--- src/hw/rtl/cholesky_factorization_top_assert.svh ---
// Assertion macros for the RTL of the Cholesky factorization block.
`ifndef CHOLESKY_FACTORIZATION_TOP_ASSERT_SVH
`define CHOLESKY_FACTORIZATION_TOP_ASSERT_SVH

// Checks that the consequent holds in the same cycle as the antecedent.
`define CHF_ASSERT_SAME(lbl, ante, cons) \
  lbl: assert property (@(posedge clk) disable iff (rst) (ante) |-> (cons)) \
    else $error("same-cycle check failed");

// Checks that the consequent holds in the cycle after the antecedent.
`define CHF_ASSERT_NEXT(lbl, ante, cons) \
  lbl: assert property (@(posedge clk) disable iff (rst) (ante) |=> (cons)) \
    else $error("next-cycle check failed");

`endif

--- src/hw/rtl/chf_pkg.sv ---
// ----------------------------------------------------------------------------
// chf_pkg
// Shared types, constants and codes of the Cholesky factorization block.
// ----------------------------------------------------------------------------
`default_nettype none

package chf_pkg;

  localparam int MAX_N_DEF     = 8;
  localparam int FRAC_BITS_DEF = 16;
  localparam int DATA_W        = 32;
  localparam int ACC_W         = 64;

  // The root/divide unit retires two bits per cycle.
  localparam int DIV_CYCLES  = ACC_W / 2;
  localparam int SQRT_CYCLES = ACC_W / 4;
  localparam int UCNT_W      = $clog2(DIV_CYCLES);

  localparam logic [1:0] STATUS_OK      = 2'd0;
  localparam logic [1:0] STATUS_NOT_POS = 2'd1;
  localparam logic [1:0] STATUS_ZERO    = 2'd2;

  localparam logic       REG_MATRIX_SIZE = 1'b0;
  localparam logic [3:0] SIZE_RESET      = 4'd8;

  typedef struct packed {
    logic signed [DATA_W-1:0] element_value;
  } in_item_t;

  typedef struct packed {
    logic signed [DATA_W-1:0] factor_value;
    logic [1:0]               status;
    logic                     last_of_run;
  } out_item_t;

  typedef enum logic [3:0] {
    S_LOAD,
    S_ELEM,
    S_MAC_RD,
    S_MAC_MUL,
    S_MAC_ACC,
    S_V_RD,
    S_V_CALC,
    S_CHECK,
    S_UNIT,
    S_OUT_RD,
    S_OUT_LD,
    S_OUT_HOLD
  } chf_state_t;

  typedef struct packed {
    logic       src_we;
    logic       fac_we;
    logic       acc_clr;
    logic       mul_en;
    logic       acc_en;
    logic       v_en;
    logic       unit_start;
    logic       unit_sqrt;
    logic       out_load;
    logic       out_zero;
    logic [1:0] out_status;
    logic       out_last;
  } cmd_t;

  typedef struct packed {
    logic v_neg;
    logic piv_zero;
    logic unit_busy;
  } stat_t;

endpackage

`default_nettype wire

--- src/hw/rtl/chf_ctrl.sv ---
// ----------------------------------------------------------------------------
// chf_ctrl
// Sequencer: load indexing, the i/j/k factorization loops and result output.
// ----------------------------------------------------------------------------
`default_nettype none
`include "cholesky_factorization_top_assert.svh"

module chf_ctrl #(
  parameter int MAX_N = chf_pkg::MAX_N_DEF,
  parameter int AW    = (MAX_N > 1) ? $clog2(MAX_N * MAX_N) : 1
) (
  input  wire logic           clk,
  input  wire logic           rst,
  input  wire logic [3:0]     cfg_size,
  input  wire logic           cfg_wr,
  input  wire logic           in_valid,
  output logic                in_ready,
  output logic                out_valid,
  input  wire logic           out_ready,
  input  wire chf_pkg::stat_t stat,
  output chf_pkg::cmd_t       cmd,
  output logic [AW-1:0]       src_waddr,
  output logic [AW-1:0]       src_raddr,
  output logic [AW-1:0]       fac_raddr_a,
  output logic [AW-1:0]       fac_raddr_b,
  output logic [AW-1:0]       fac_waddr
);
  import chf_pkg::*;

  localparam int IW = (MAX_N > 1) ? $clog2(MAX_N) : 1;

  chf_state_t    state, state_next;
  logic [IW-1:0] li, lj, ci, cj, ck, oi, oj;
  logic [IW-1:0] n_m1;
  logic          err_run;
  logic          load_last;
  logic          out_last;

  function automatic logic [AW-1:0] addr(input logic [IW-1:0] r, input logic [IW-1:0] c);
    addr = AW'(r) * AW'(MAX_N) + AW'(c);
  endfunction

  always_comb begin
    if (cfg_size == 4'd0) begin
      n_m1 = '0;
    end else if (cfg_size > 4'(MAX_N)) begin
      n_m1 = IW'(MAX_N - 1);
    end else begin
      n_m1 = IW'(cfg_size - 4'd1);
    end
  end

  assign load_last = (li == n_m1) && (lj == n_m1);
  assign out_last  = (oi == n_m1) && (oj == n_m1);

  always_ff @(posedge clk) begin
    if (rst) begin
      state <= S_LOAD;
    end else begin
      state <= state_next;
    end
  end

  always_comb begin
    state_next = state;
    unique case (state)
      S_LOAD: begin
        if (in_valid && load_last) begin
          state_next = S_ELEM;
        end
      end
      S_ELEM:    state_next = (cj == '0) ? S_V_RD : S_MAC_RD;
      S_MAC_RD:  state_next = S_MAC_MUL;
      S_MAC_MUL: state_next = S_MAC_ACC;
      S_MAC_ACC: state_next = (ck == cj - 1'b1) ? S_V_RD : S_MAC_RD;
      S_V_RD:    state_next = S_V_CALC;
      S_V_CALC:  state_next = S_CHECK;
      S_CHECK: begin
        if ((ci == cj) ? stat.v_neg : stat.piv_zero) begin
          state_next = S_OUT_HOLD;
        end else begin
          state_next = S_UNIT;
        end
      end
      S_UNIT: begin
        if (!stat.unit_busy) begin
          state_next = (cj == ci && ci == n_m1) ? S_OUT_RD : S_ELEM;
        end
      end
      S_OUT_RD: state_next = S_OUT_LD;
      S_OUT_LD: state_next = S_OUT_HOLD;
      S_OUT_HOLD: begin
        if (out_ready) begin
          state_next = (err_run || out_last) ? S_LOAD : S_OUT_RD;
        end
      end
      default: state_next = S_LOAD;
    endcase
  end

  always_comb begin
    cmd         = '0;
    in_ready    = 1'b0;
    out_valid   = 1'b0;
    src_waddr   = addr(li, lj);
    src_raddr   = addr(ci, cj);
    fac_raddr_a = addr(ci, ck);
    fac_raddr_b = addr(cj, ck);
    fac_waddr   = addr(ci, cj);
    unique case (state)
      S_LOAD: begin
        in_ready   = 1'b1;
        cmd.src_we = in_valid;
      end
      S_ELEM:    cmd.acc_clr = 1'b1;
      S_MAC_MUL: cmd.mul_en  = 1'b1;
      S_MAC_ACC: cmd.acc_en  = 1'b1;
      S_V_RD:    fac_raddr_b = addr(cj, cj);
      S_V_CALC:  cmd.v_en    = 1'b1;
      S_CHECK: begin
        if (ci == cj) begin
          if (stat.v_neg) begin
            cmd.out_load   = 1'b1;
            cmd.out_zero   = 1'b1;
            cmd.out_status = STATUS_NOT_POS;
            cmd.out_last   = 1'b1;
          end else begin
            cmd.unit_start = 1'b1;
            cmd.unit_sqrt  = 1'b1;
          end
        end else if (stat.piv_zero) begin
          cmd.out_load   = 1'b1;
          cmd.out_zero   = 1'b1;
          cmd.out_status = STATUS_ZERO;
          cmd.out_last   = 1'b1;
        end else begin
          cmd.unit_start = 1'b1;
        end
      end
      S_UNIT:   cmd.fac_we = !stat.unit_busy;
      S_OUT_RD: fac_raddr_a = addr(oi, oj);
      S_OUT_LD: begin
        cmd.out_load   = 1'b1;
        cmd.out_zero   = (oj > oi);
        cmd.out_status = STATUS_OK;
        cmd.out_last   = out_last;
      end
      S_OUT_HOLD: out_valid = 1'b1;
      default: ;
    endcase
  end

  // Loop counters.
  always_ff @(posedge clk) begin
    if (rst) begin
      li <= '0; lj <= '0; ci <= '0; cj <= '0; ck <= '0; oi <= '0; oj <= '0;
      err_run <= 1'b0;
    end else begin
      if (cfg_wr) begin
        li <= '0;
        lj <= '0;
      end else if (state == S_LOAD && in_valid) begin
        if (lj == n_m1) begin
          lj <= '0;
          li <= load_last ? '0 : li + 1'b1;
        end else begin
          lj <= lj + 1'b1;
        end
      end
      case (state)
        S_LOAD: begin
          ci      <= '0;
          cj      <= '0;
          err_run <= 1'b0;
        end
        S_ELEM:    ck <= '0;
        S_MAC_ACC: ck <= ck + 1'b1;
        S_CHECK: begin
          err_run <= (ci == cj) ? stat.v_neg : stat.piv_zero;
        end
        S_UNIT: begin
          if (!stat.unit_busy) begin
            if (cj == ci) begin
              cj <= '0;
              ci <= ci + 1'b1;
              oi <= '0;
              oj <= '0;
            end else begin
              cj <= cj + 1'b1;
            end
          end
        end
        S_OUT_HOLD: begin
          if (out_ready) begin
            if (oj == n_m1) begin
              oj <= '0;
              oi <= oi + 1'b1;
            end else begin
              oj <= oj + 1'b1;
            end
          end
        end
        default: ;
      endcase
    end
  end

  `CHF_ASSERT_SAME(a_start_idle, cmd.unit_start, !stat.unit_busy)
  `CHF_ASSERT_NEXT(a_start_busy, cmd.unit_start, stat.unit_busy)
  `CHF_ASSERT_SAME(a_no_load_in_out, in_ready, !out_valid)
  `CHF_ASSERT_SAME(a_write_after_unit, cmd.fac_we, state == S_UNIT && !cmd.out_load)

endmodule

`default_nettype wire

--- config.mk ---
export PLATFORM = sky130hd
export DESIGN_NAME = chf_ctrl
export DESIGN_NICKNAME = d
export VERILOG_FILES = /design/src/hw/rtl/chf_pkg.sv /design/src/hw/rtl/chf_ctrl.sv
export VERILOG_INCLUDE_DIRS = /design/src /design/src/hw/rtl
export SDC_FILE = /design/constraint.sdc
export NUM_CORES = 1
export LEC_CHECK = 0
export BUFFER_PORTS_ARGS = -buffer_cell sky130_fd_sc_hd__buf_4
export CAP_MARGIN = 20
export CORE_AREA = 8 8 71 85
export DETAILED_ROUTE_END_ITERATION = 10
export DIE_AREA = 0 0 79 93
export GPL_TIMING_DRIVEN = 0
export HOLD_SLACK_MARGIN = 0.06
export PLACE_DENSITY = 0.71
export SLEW_MARGIN = 0
export SYNTH_ARGS = -nofsm -noshare
export SYNTH_HDL_FRONTEND = slang
export SYNTH_SLANG_ARGS = --single-unit
--- constraint.sdc ---
create_clock -name clk -period 2.6 [get_ports clk]
set_input_delay 0.26 -clock clk [delete_from_list [all_inputs] [get_ports clk]]
set_output_delay 0.26 -clock clk [all_outputs]
set_load 0.01 [all_outputs]
=== Word level (Yosys, flattened, before mapping) ===
Cells that the tools add are included.

* Flip-flop bits (word level): 26
* Output and inout bits: 45

* Add/subtract/negate cells: 15
* Magnitude comparators: 2
* Equality and inequality tests: 24
* Multiplexer cells: 49
* Reduce and logical (&&, ||, !) cells: 21

{| class="wikitable"
|+ Operator list
! operator !! number
|-
| $mux 3 || 16
|-
| $pmux 4 s12 || 1
|-
| $add 6x3->6 || 6
|-
| $pmux 3 s2 || 5
|-
| $eq 3x3->1 || 8
|-
| $add 3x1->3 const B || 7
|-
| $mux 4 || 5
|-
| $eq 4x3->1 const B || 4
|-
| $eq 4x4->1 const B || 4
|-
| $mux 5 || 3
|-
| $mux 1 || 12
|-
| $mux 6 || 2
|-
| $ne 2x2->1 const B || 5
|-
| $pmux 5 s2 || 1
|-
| $eq 4x2->1 const B || 2
|-
| $logic_not 4->1 || 2
|-
| $reduce_bool 2->1 || 4
|-
| $mux 2 || 3
|-
| $reduce_and 3->1 || 2
|-
| $sub 3x1->3 const B || 2
|-
| $logic_and 1x1->1 || 5
|-
| $reduce_and 5->1 || 1
|-
| $eq 4x1->1 const B || 1
|-
| $gt 4x4->1 const B || 1
|-
| other kinds (8) || 9
|}

=== Depth between registers and ports, before layout ===
Gate-level depths: netlist of run 1.

* Word-level depth: 9
* Depth in mapped cells: 9
* Mapped depth without buffers: 8

=== Worst setup path before layout of run 1 ===
Ideal clock, no wire load.

* Path kind: input-to-output
* From: in cfg_size[0]
* To: out cmd[0] (netlist name)
* Arrival time: 2051 ps
* Slack: 289 ps
* Cell stages on the path: 7
* Path through: inv_1 > ha_1 > clkbuf_1 > or3b_4 > a2111oi_0 > o221ai_1 > o21ai_0

{| class="wikitable"
|+ RTL lines
! element !! RTL line !! source
|-
| start: declaration || chf_ctrl.sv:14 || <nowiki>input wire logic [3:0] cfg_size,</nowiki>
|-
| end: declaration || chf_ctrl.sv:21 || <nowiki>output chf_pkg::cmd_t cmd,</nowiki>
|}

==> reports/metrics.cfg, run 1 <==
[run_status]
outcome=finished, final reports clean

[placed_design]
hpwl_mm=5.00
placed_cell_area_um2=2780
post-place-cells=409
place.gp.congestion=0.845
portBuffers=56

[min_path]
hold_depth=4
hold_path_class=in2reg
hp-start=cfg_wr
min_to=li[0]

[critical_path]
critPathSlowestCell=or3b_4
cp.arrival_ns=2.20
reg2reg_from=state[1]
end_kind=output port
critPathLaunchType=input port
ff2ff_path_depth=9
cpMostUsedCell=buf_4
r2r-end=lj[2]
cp_max_fo=8
setup.worst_path.class=in2out
critPathMaxStageDelay_ns=0.46
crit_required_ns=2.34
worst-r2r-setup-slack_ns=0.46
crit_chain=buf_4, inv_1, ha_1, nor2b_1, buf_6, or3b_4, a2111oi_4, o221ai_2, o21ai_1, buf_4

[timing]
setup_viol=0
period_share=0.948
relSlewSlack=0.650
slew_viol_final=0
period_needed_ns=2.46
rsz0062_at_grt=no
tightest_slew_ns=0.523
hold_violations=0
fin_skew_ns=0.00950
fmax_mhz=406

[run]
cap_violations=0

[logic_synthesis]
synth_cell_types=59
synthFlopType=dfxtp_1
synth_top_area_share=0.228
synth_top_cell_by_area=dfxtp_1
synth_edf_count=0
avgSynthCellArea_um2=7.78
synth_area_leaders=dfxtp_1 (23%), ha_1 (7.1%), nor2_1 (5.1%)
yosys_warnings=0
synth_area_um2=2280
synth_seq_cells=26
yosysSeqAreaShare=0.228
netlist_instances=293
async_flop_share=0
yosys-top-cells-count=nor2_1 (31), nand2_1 (28), dfxtp_1 (26)
synth_nets=318
yosys.cell_count.top_type=nor2_1

[cells_and_area]
drive_gt1_frac=0.278
stdcell_count=413
fin_nets=380
design_area_um2=2870
syn2layout_area_growth_pct=26.0
diodes=0

[global_routing]
overflow=0
grt_pass1_wl_mm=10.7
grt_start_max_net_pins=14
grt_use_total=0.172
antenna_found_initial=0
grt_pass1_vias=2268

[routing]
via_count=2339
routed_via_density=5.66
first_pass_iters=4
finalWirelength_mm=6.43
ant_nets=0
drc=0
wire_per_inst_um=15.6
drt_iter0_markers=144

[clock_tree]
cts_tree=built
cts_root_buf=clkbuf_8
cts_made_buffers=3
cts_sinks=26
cts.clk_slew.worst_paths_ns=0.10
hold_buffers=0
htreeDepth=1
clockBufferDepth=2
clk_latency_ns=0.27

[floorplanning]
die_x_um=79
ios=57
fp.dieArea_um2=7350
fp.dieH_um=93
start_util=0.479
num_rows=28
core_area_um2=4760

[pwr]
ir_drop_v=0.000202
p_per_area_nw_per_um2=263
p_leak_nw=1.23

stage by stage:
| stage | util | setup slack (ns) | total power, mW | setup TNS (ns) | hold WS (ns) |
|---|---|---|---|---|---|
| 2_1_floorplan | - | 0.289 | 0.484 | 0 | 0.446 |
| 3_3_place_gp | 0.583 | -0.109 | 0.521 | -0.269 | 0.458 |
| 3_5_place_dp | 0.583 | -0.0819 | 0.522 | -0.234 | 0.460 |
| 4_1_cts | 0.596 | 0.00232 | 0.750 | 0 | 0.282 |
| 5_1_grt | 0.603 | 0.0259 | 0.791 | 0 | 0.290 |
| 6_report | 0.603 | 0.136 | 0.755 | 0 | 0.282 |
routing by layer:
layer,up-vias,global-route usage,routed length [um]
met1,1104,0.211,2830
met3,8,0.0211,247
met4,0,0.0464,79
met5,-,0,0
li1,1165,-,-
met2,62,0.305,3270
state kept, by name, summed over array words and instances (netlist names):
name	count
cj	3
ck	3
oj	3
li	3
ci	3
oi	3
err_run	1
state	4
lj	3
cell usage in the layout (no fill, tap or decap), types with 9 or more instances in the layout:
cell type  count
buf_4         66
nor2_1        30
nand2_1       28
dfxtp_1       26
inv_1         17
a21oi_1       15
o21ai_0       13
ha_1          13
nand3_1        9
xnor2_1        9
nor3_1         9
xor2_1         9
worst max-delay path, delay by kind of cell:
| family | cells | cell delay (ns) |
|---|---|---|
| AO/OA/AOI/OAI | 3 | 0.74 |
| AND/OR/NAND/NOR | 2 | 0.60 |
| buffers and inverters | 4 | 0.39 |
| adder cells (fa/ha/maj) | 1 | 0.21 |
kinds of logic (layout without fill, tap and decap cells):
| logic type | count (synthesis) | count (layout) | share of synthesized area |
|---|---|---|---|
| buffers and inverters | 37 | 97 | 0.0790 |
| AO/OA/AOI/OAI | 72 | 72 | 0.240 |
| adder cells (fa/ha/maj) | 15 | 15 | 0.0801 |
| flip-flops | 26 | 26 | 0.228 |
| XOR/XNOR | 18 | 18 | 0.0691 |
| AND/OR/NAND/NOR | 113 | 113 | 0.247 |
| multiplexers | 12 | 12 | 0.0571 |
how the worst max path moves through the flow:
stage,from,end,slack (ns),cells after the start
2_1_floorplan,cfg_size[0],cmd[0],0.29,7
3_3_place_gp,cfg_size[0],cmd[0],-0.11,9
3_5_place_dp,cfg_size[0],cmd[0],-0.08,9
4_1_cts,ci[0],cmd[0],0.002,7
5_1_grt,cfg_size[0],cmd[0],0.03,10
6_report,cfg_size[0],cmd[0],0.14,10
layout make-up:
class	instances	area, um2
Sequential cell	26	520
Tap cell	60	75.1
Buffer	20	120
Timing Repair Buffer	57	428
Clock buffer	3	41.3
Fill cell	475	1890
Multi-Input combinational cell	230	1630
Inverter	17	63.8
repair_timing:
action	in CTS	in global routing
gates resized for setup	6	8
gates cloned	0	0
buffers inserted	0	1
endpoints found under the setup margin	6	7
pin swaps	1	2
hold endpoints to repair	0	0
where the power goes:
part           internal (mW)  switching, mW  leakage (nW)
logic                 0.0514         0.0703          1.00
clock network          0.104          0.127        0.0216
registers              0.399        0.00278         0.209
No activity file was read; power rests on OpenSTA's default activity.
==> inputs of run 2 (changes only) <==
--- a/config.mk
+++ b/config.mk
@@ -14,7 +14,7 @@
 export GPL_TIMING_DRIVEN = 0
 export HOLD_SLACK_MARGIN = 0.06
 export PLACE_DENSITY = 0.71
-export SLEW_MARGIN = 0
+export SETUP_SLACK_MARGIN = 0.2
 export SYNTH_ARGS = -nofsm -noshare
 export SYNTH_HDL_FRONTEND = slang
 export SYNTH_SLANG_ARGS = --single-unit
==> reports/metrics.cfg, run 2 (synthesis results as in run 1) <==
[routing]
finalWirelength_mm=6.51
drc=0
routed_via_density=5.65
first_pass_iters=4
via_count=2343
ant_nets=0
drt_iter0_markers=146
wire_per_inst_um=15.7

[critical_path]
crit_chain=buf_4, inv_1, ha_2, nor2b_1, buf_6, or3b_4, a2111oi_4, o221ai_2, o21ai_1, buf_4
critPathMaxStageDelay_ns=0.44
r2r-end=li[2]
reg2reg_from=state[1]
setup.worst_path.class=in2out
cp-endpoint=cmd[0]
path_delay_family=compound AO/OA/AOI/OAI gates
critPathLaunchType=input port
crit_required_ns=2.34
cp_max_fo=8
worst-path-stages=10
worst-r2r-setup-slack_ns=0.58
cpMostUsedCell=buf_4
critPathSlowestCell=or3b_4
end_kind=output port
cp.arrival_ns=2.13
startpoint=cfg_size[0]
ff2ff_path_depth=9
cp_num_buf_inv=4

[global_routing]
overflow=0
antenna_found_initial=0
grt_start_max_net_pins=14
grt_use_total=0.172
grt_pass1_wl_mm=10.7
grt_pass1_vias=2268

[floorplanning]
fp.dieH_um=93
die_x_um=79
fp.dieArea_um2=7350
ios=57
core_area_um2=4760
start_util=0.479
num_rows=28

[cells_and_area]
largest_reg_flops=4
design_area_um2=2920
regMostFlops=state
drive_gt1_frac=0.299
final_common_cell=buf_4
nFillCells=469
regArea_um2=520
fin_nets=382
diodes=0
syn2layout_area_growth_pct=28.0
multi_input_area_um2=1650
layout_common_cells=buf_4 (69), nor2_1 (30), nand2_1 (28)

[timing]
setup_viol=0
hold_ws_ns=0.283
fmax_mhz=419
period_share=0.919
period_needed_ns=2.39
tightest_slew_ns=0.517
hold_violations=0
setup_tns_ns=0
setup_slack_ns=0.212
slew_viol_final=0
relSlewSlack=0.654
fin_skew_ns=0.00632
rsz0062_at_grt=yes

[clock_tree]
cts_sinks=26
cts_tree=built
cts_made_buffers=3
cts.clk_slew.worst_paths_ns=0.09
clockBufferDepth=2
htreeDepth=1
clk_latency_ns=0.27
cts_root_buf=clkbuf_8

[placed_design]
portBuffers=56
placed_cell_area_um2=2780
hpwl_mm=5.00
place.gp.congestion=0.845
preCtsSetupSlack_ns=-0.0819

[pwr]
p_leak_nw=1.26
ir_drop_v=0.000206
p_per_area_nw_per_um2=261

[min_path]
hold_path_class=in2reg

[run]
cap_violations=0

[run_status]
outcome=finished, final reports clean

==> run 2: changes by cell type in the layout (fill, tap and decap cells not counted), sizes merged <==
cell and delta:
clkbuf -1, buf +3
==> run 2: worst reg2reg max path: stages (launching register included) <==
cell	delay [ns]
dfxtp_1	0.38
or2_0	0.21
clkbuf_1	0.14
nand2b_2	0.28
inv_1	0.15
nand2_1	0.17
inv_1	0.18
o2111a_1	0.24
xnor2_1	0.12
nor2_1	0.05
==> run 2: how the worst min path moves through the flow <==
stage	cells past startpoint	start	to	slack, ns
5_1_grt	3	cfg_wr	lj[1]	0.29
2_1_floorplan	2	cfg_wr	lj[0]	0.45
6_report	4	cfg_wr	li[0]	0.28
3_3_place_gp	2	err_run	err_run	0.46
4_1_cts	4	cfg_wr	li[0]	0.28
3_5_place_dp	2	err_run	err_run	0.46
==> run 2: report_power, final <==
part           switching, mW  total, mW  internal, mW
Clock                  0.129      0.233         0.104
Sequential           0.00284      0.402         0.399
Combinational         0.0717      0.127        0.0550
Total                  0.204      0.762         0.558
==> run 2: per-layer routing <==
layer | track usage | up-vias | wire [um]
met5 | 0 | - | 0
met4 | 0.0464 | 0 | 97
met3 | 0.0211 | 10 | 200
met2 | 0.305 | 61 | 3320
met1 | 0.211 | 1102 | 2890
li1 | - | 1170 | -
==> run 2: final cells by class <==
| type | count | area share |
|---|---|---|
| plain buffers | 20 | 0.0424 |
| clock buffers | 3 | 0.0141 |
| multi-input cells | 230 | 0.566 |
| inverters | 17 | 0.0219 |
| flip-flops and latches | 26 | 0.178 |
| well taps | 60 | 0.0257 |
| repair buffers | 59 | 0.152 |
==> run 2: metrics by stage <==
step                      power, mW  std cells   util
after global routing          0.796        415  0.613
after floorplan               0.484        293      -
after detailed placement      0.522        409  0.583
after global placement        0.521        409  0.583
final                         0.762        415  0.613
after CTS                     0.750        412  0.596
==> run 2: repair_timing <==
action | in CTS | in global routing
endpoints found under the setup margin | 9 | 15
gates resized for setup | 7 | 17
setup buffers | 0 | 3
hold buffers | 0 | 0
pin swaps | 1 | 8
==> inputs of run 3 (changes only) <==
==> constraint.sdc (replaced) <==
create_clock -name clk -period 2.6 [get_ports clk]
set_input_delay 0.13 -clock clk [delete_from_list [all_inputs] [get_ports clk]]
set_output_delay 0.13 -clock clk [all_outputs]
set_load 0.01 [all_outputs]
==> reports/metrics.cfg, run 3 (synthesis results as in run 1) <==
[timing]
period_share=0.907
fmax_mhz=424
fin_skew_ns=0.00820
setup_tns_ns=0
relSlewSlack=0.652
tightest_slew_ns=0.520
setup_viol=0
period_needed_ns=2.36
hold_violations=0
setup_slack_ns=0.243
rsz0062_at_grt=yes
slew_viol_final=0
hold_ws_ns=0.154

[placed_design]
portBuffers=56
preCtsSetupSlack_ns=0.0878
hpwl_mm=5.00
place.gp.congestion=0.845
placed_cell_area_um2=2780

[cells_and_area]
diodes=0
nFillCells=479
syn2layout_area_growth_pct=25.1
largest_reg_flops=4
regMostFlops=state
final_common_cell=buf_4
layout_common_cells=buf_4 (65), nor2_1 (30), nand2_1 (28)
design_area_um2=2850
final_core_util=0.599
drive_gt1_frac=0.273
fin_nets=379

[global_routing]
grt_use_total=0.172
overflow=0
antenna_found_initial=0
grt_start_max_net_pins=14
grt_pass1_wl_mm=10.7
grt_pass1_vias=2268

[pwr]
ir_drop_v=0.000199
p_leak_nw=1.22
p_per_area_nw_per_um2=262

[routing]
ant_nets=0
finalWirelength_mm=6.38
drc=0
first_pass_iters=4
wire_per_inst_um=15.5
drt_iter0_markers=117
routed_via_density=5.61
via_count=2310

[critical_path]
worst-r2r-setup-slack_ns=0.47
startpoint=ci[1]
critPathLaunchType=flop
reg2reg_from=state[1]
ff2ff_path_depth=9
cp-endpoint=cmd[0]
r2r-end=lj[2]
cp_max_fo=8
cp.arrival_ns=2.23
end_kind=output port
setup.worst_path.class=reg2out
crit_required_ns=2.47

[clock_tree]
cts_made_buffers=3
cts_tree=built
htreeDepth=1
hold_buffers=0
cts_setup_buffers=0
clk_latency_ns=0.27
cts.clk_slew.worst_paths_ns=0.09
clockBufferDepth=2
cts_root_buf=clkbuf_8
cts_sinks=26

[floorplanning]
die_x_um=79
start_util=0.479
ios=57
num_rows=28
fp.dieArea_um2=7350
fp.dieH_um=93
core_area_um2=4760

[min_path]
hold_path_class=in2reg

[run_status]
outcome=finished, final reports clean

[run]
cap_violations=0

[run 3: changes by cell type in the layout (fill, tap and decap cells not counted), sizes merged]
cell	delta
clkbuf	+1
buf	-4
[run 3: power by group]
| part | internal (mW) | switching (mW) |
|---|---|---|
| registers | 0.399 | 0.00280 |
| clock network | 0.104 | 0.125 |
| logic | 0.0483 | 0.0682 |
| total | 0.551 | 0.196 |
[run 3: area by class of cell]
type	count	area [um2]	share of cell area
inverter	17	63.8	0.0224
buffer	20	119	0.0417
sequential	26	520	0.182
clock buffer	3	41.3	0.0145
timing repair buffer	56	420	0.147
tap	60	75.1	0.0263
multi-input combinational	230	1610	0.565
[run 3: metrics by stage]
stage	std cells	power, mW
CTS	412	0.748
global route	412	0.786
detailed placement	409	0.522
global placement	409	0.521
finish	412	0.747
floorplan	293	0.484
[run 3: timing repair]
| item | 4_1_cts | 5_1_grt |
|---|---|---|
| endpoints found under the hold margin | 0 | 0 |
| setup endpoints to repair | 8 | 7 |
| resized for setup | 3 | 7 |
| pin swaps | 0 | 1 |
| gates cloned | 0 | 0 |
[run 3: critical path: stages (launching register included)]
cell and delay [ns]:
dfxtp_1 0.40, clkbuf_2 0.24, xnor2_1 0.14, nand3_1 0.25
and3_1 0.30, nor2_2 0.29, o21ai_0 0.16, buf_4 0.17
[run 3: per-layer routing]
layer	wire (um)	vias to the layer above	track usage
li1	-	1167	-
met1	2840	1082	0.211
met2	3270	57	0.304
met3	229	4	0.0211
met4	46	0	0.0464
met5	0	-	0
[run 3: worst min-delay path by stage]
stage,end,slack [ns],depth (start not counted),from
2_1_floorplan,cmd[11],0.31,1,stat[0]
3_3_place_gp,li[0],0.44,4,cfg_wr
3_5_place_dp,li[0],0.44,4,cfg_wr
4_1_cts,li[0],0.15,4,cfg_wr
5_1_grt,lj[1],0.16,3,cfg_wr
6_report,li[0],0.15,4,cfg_wr
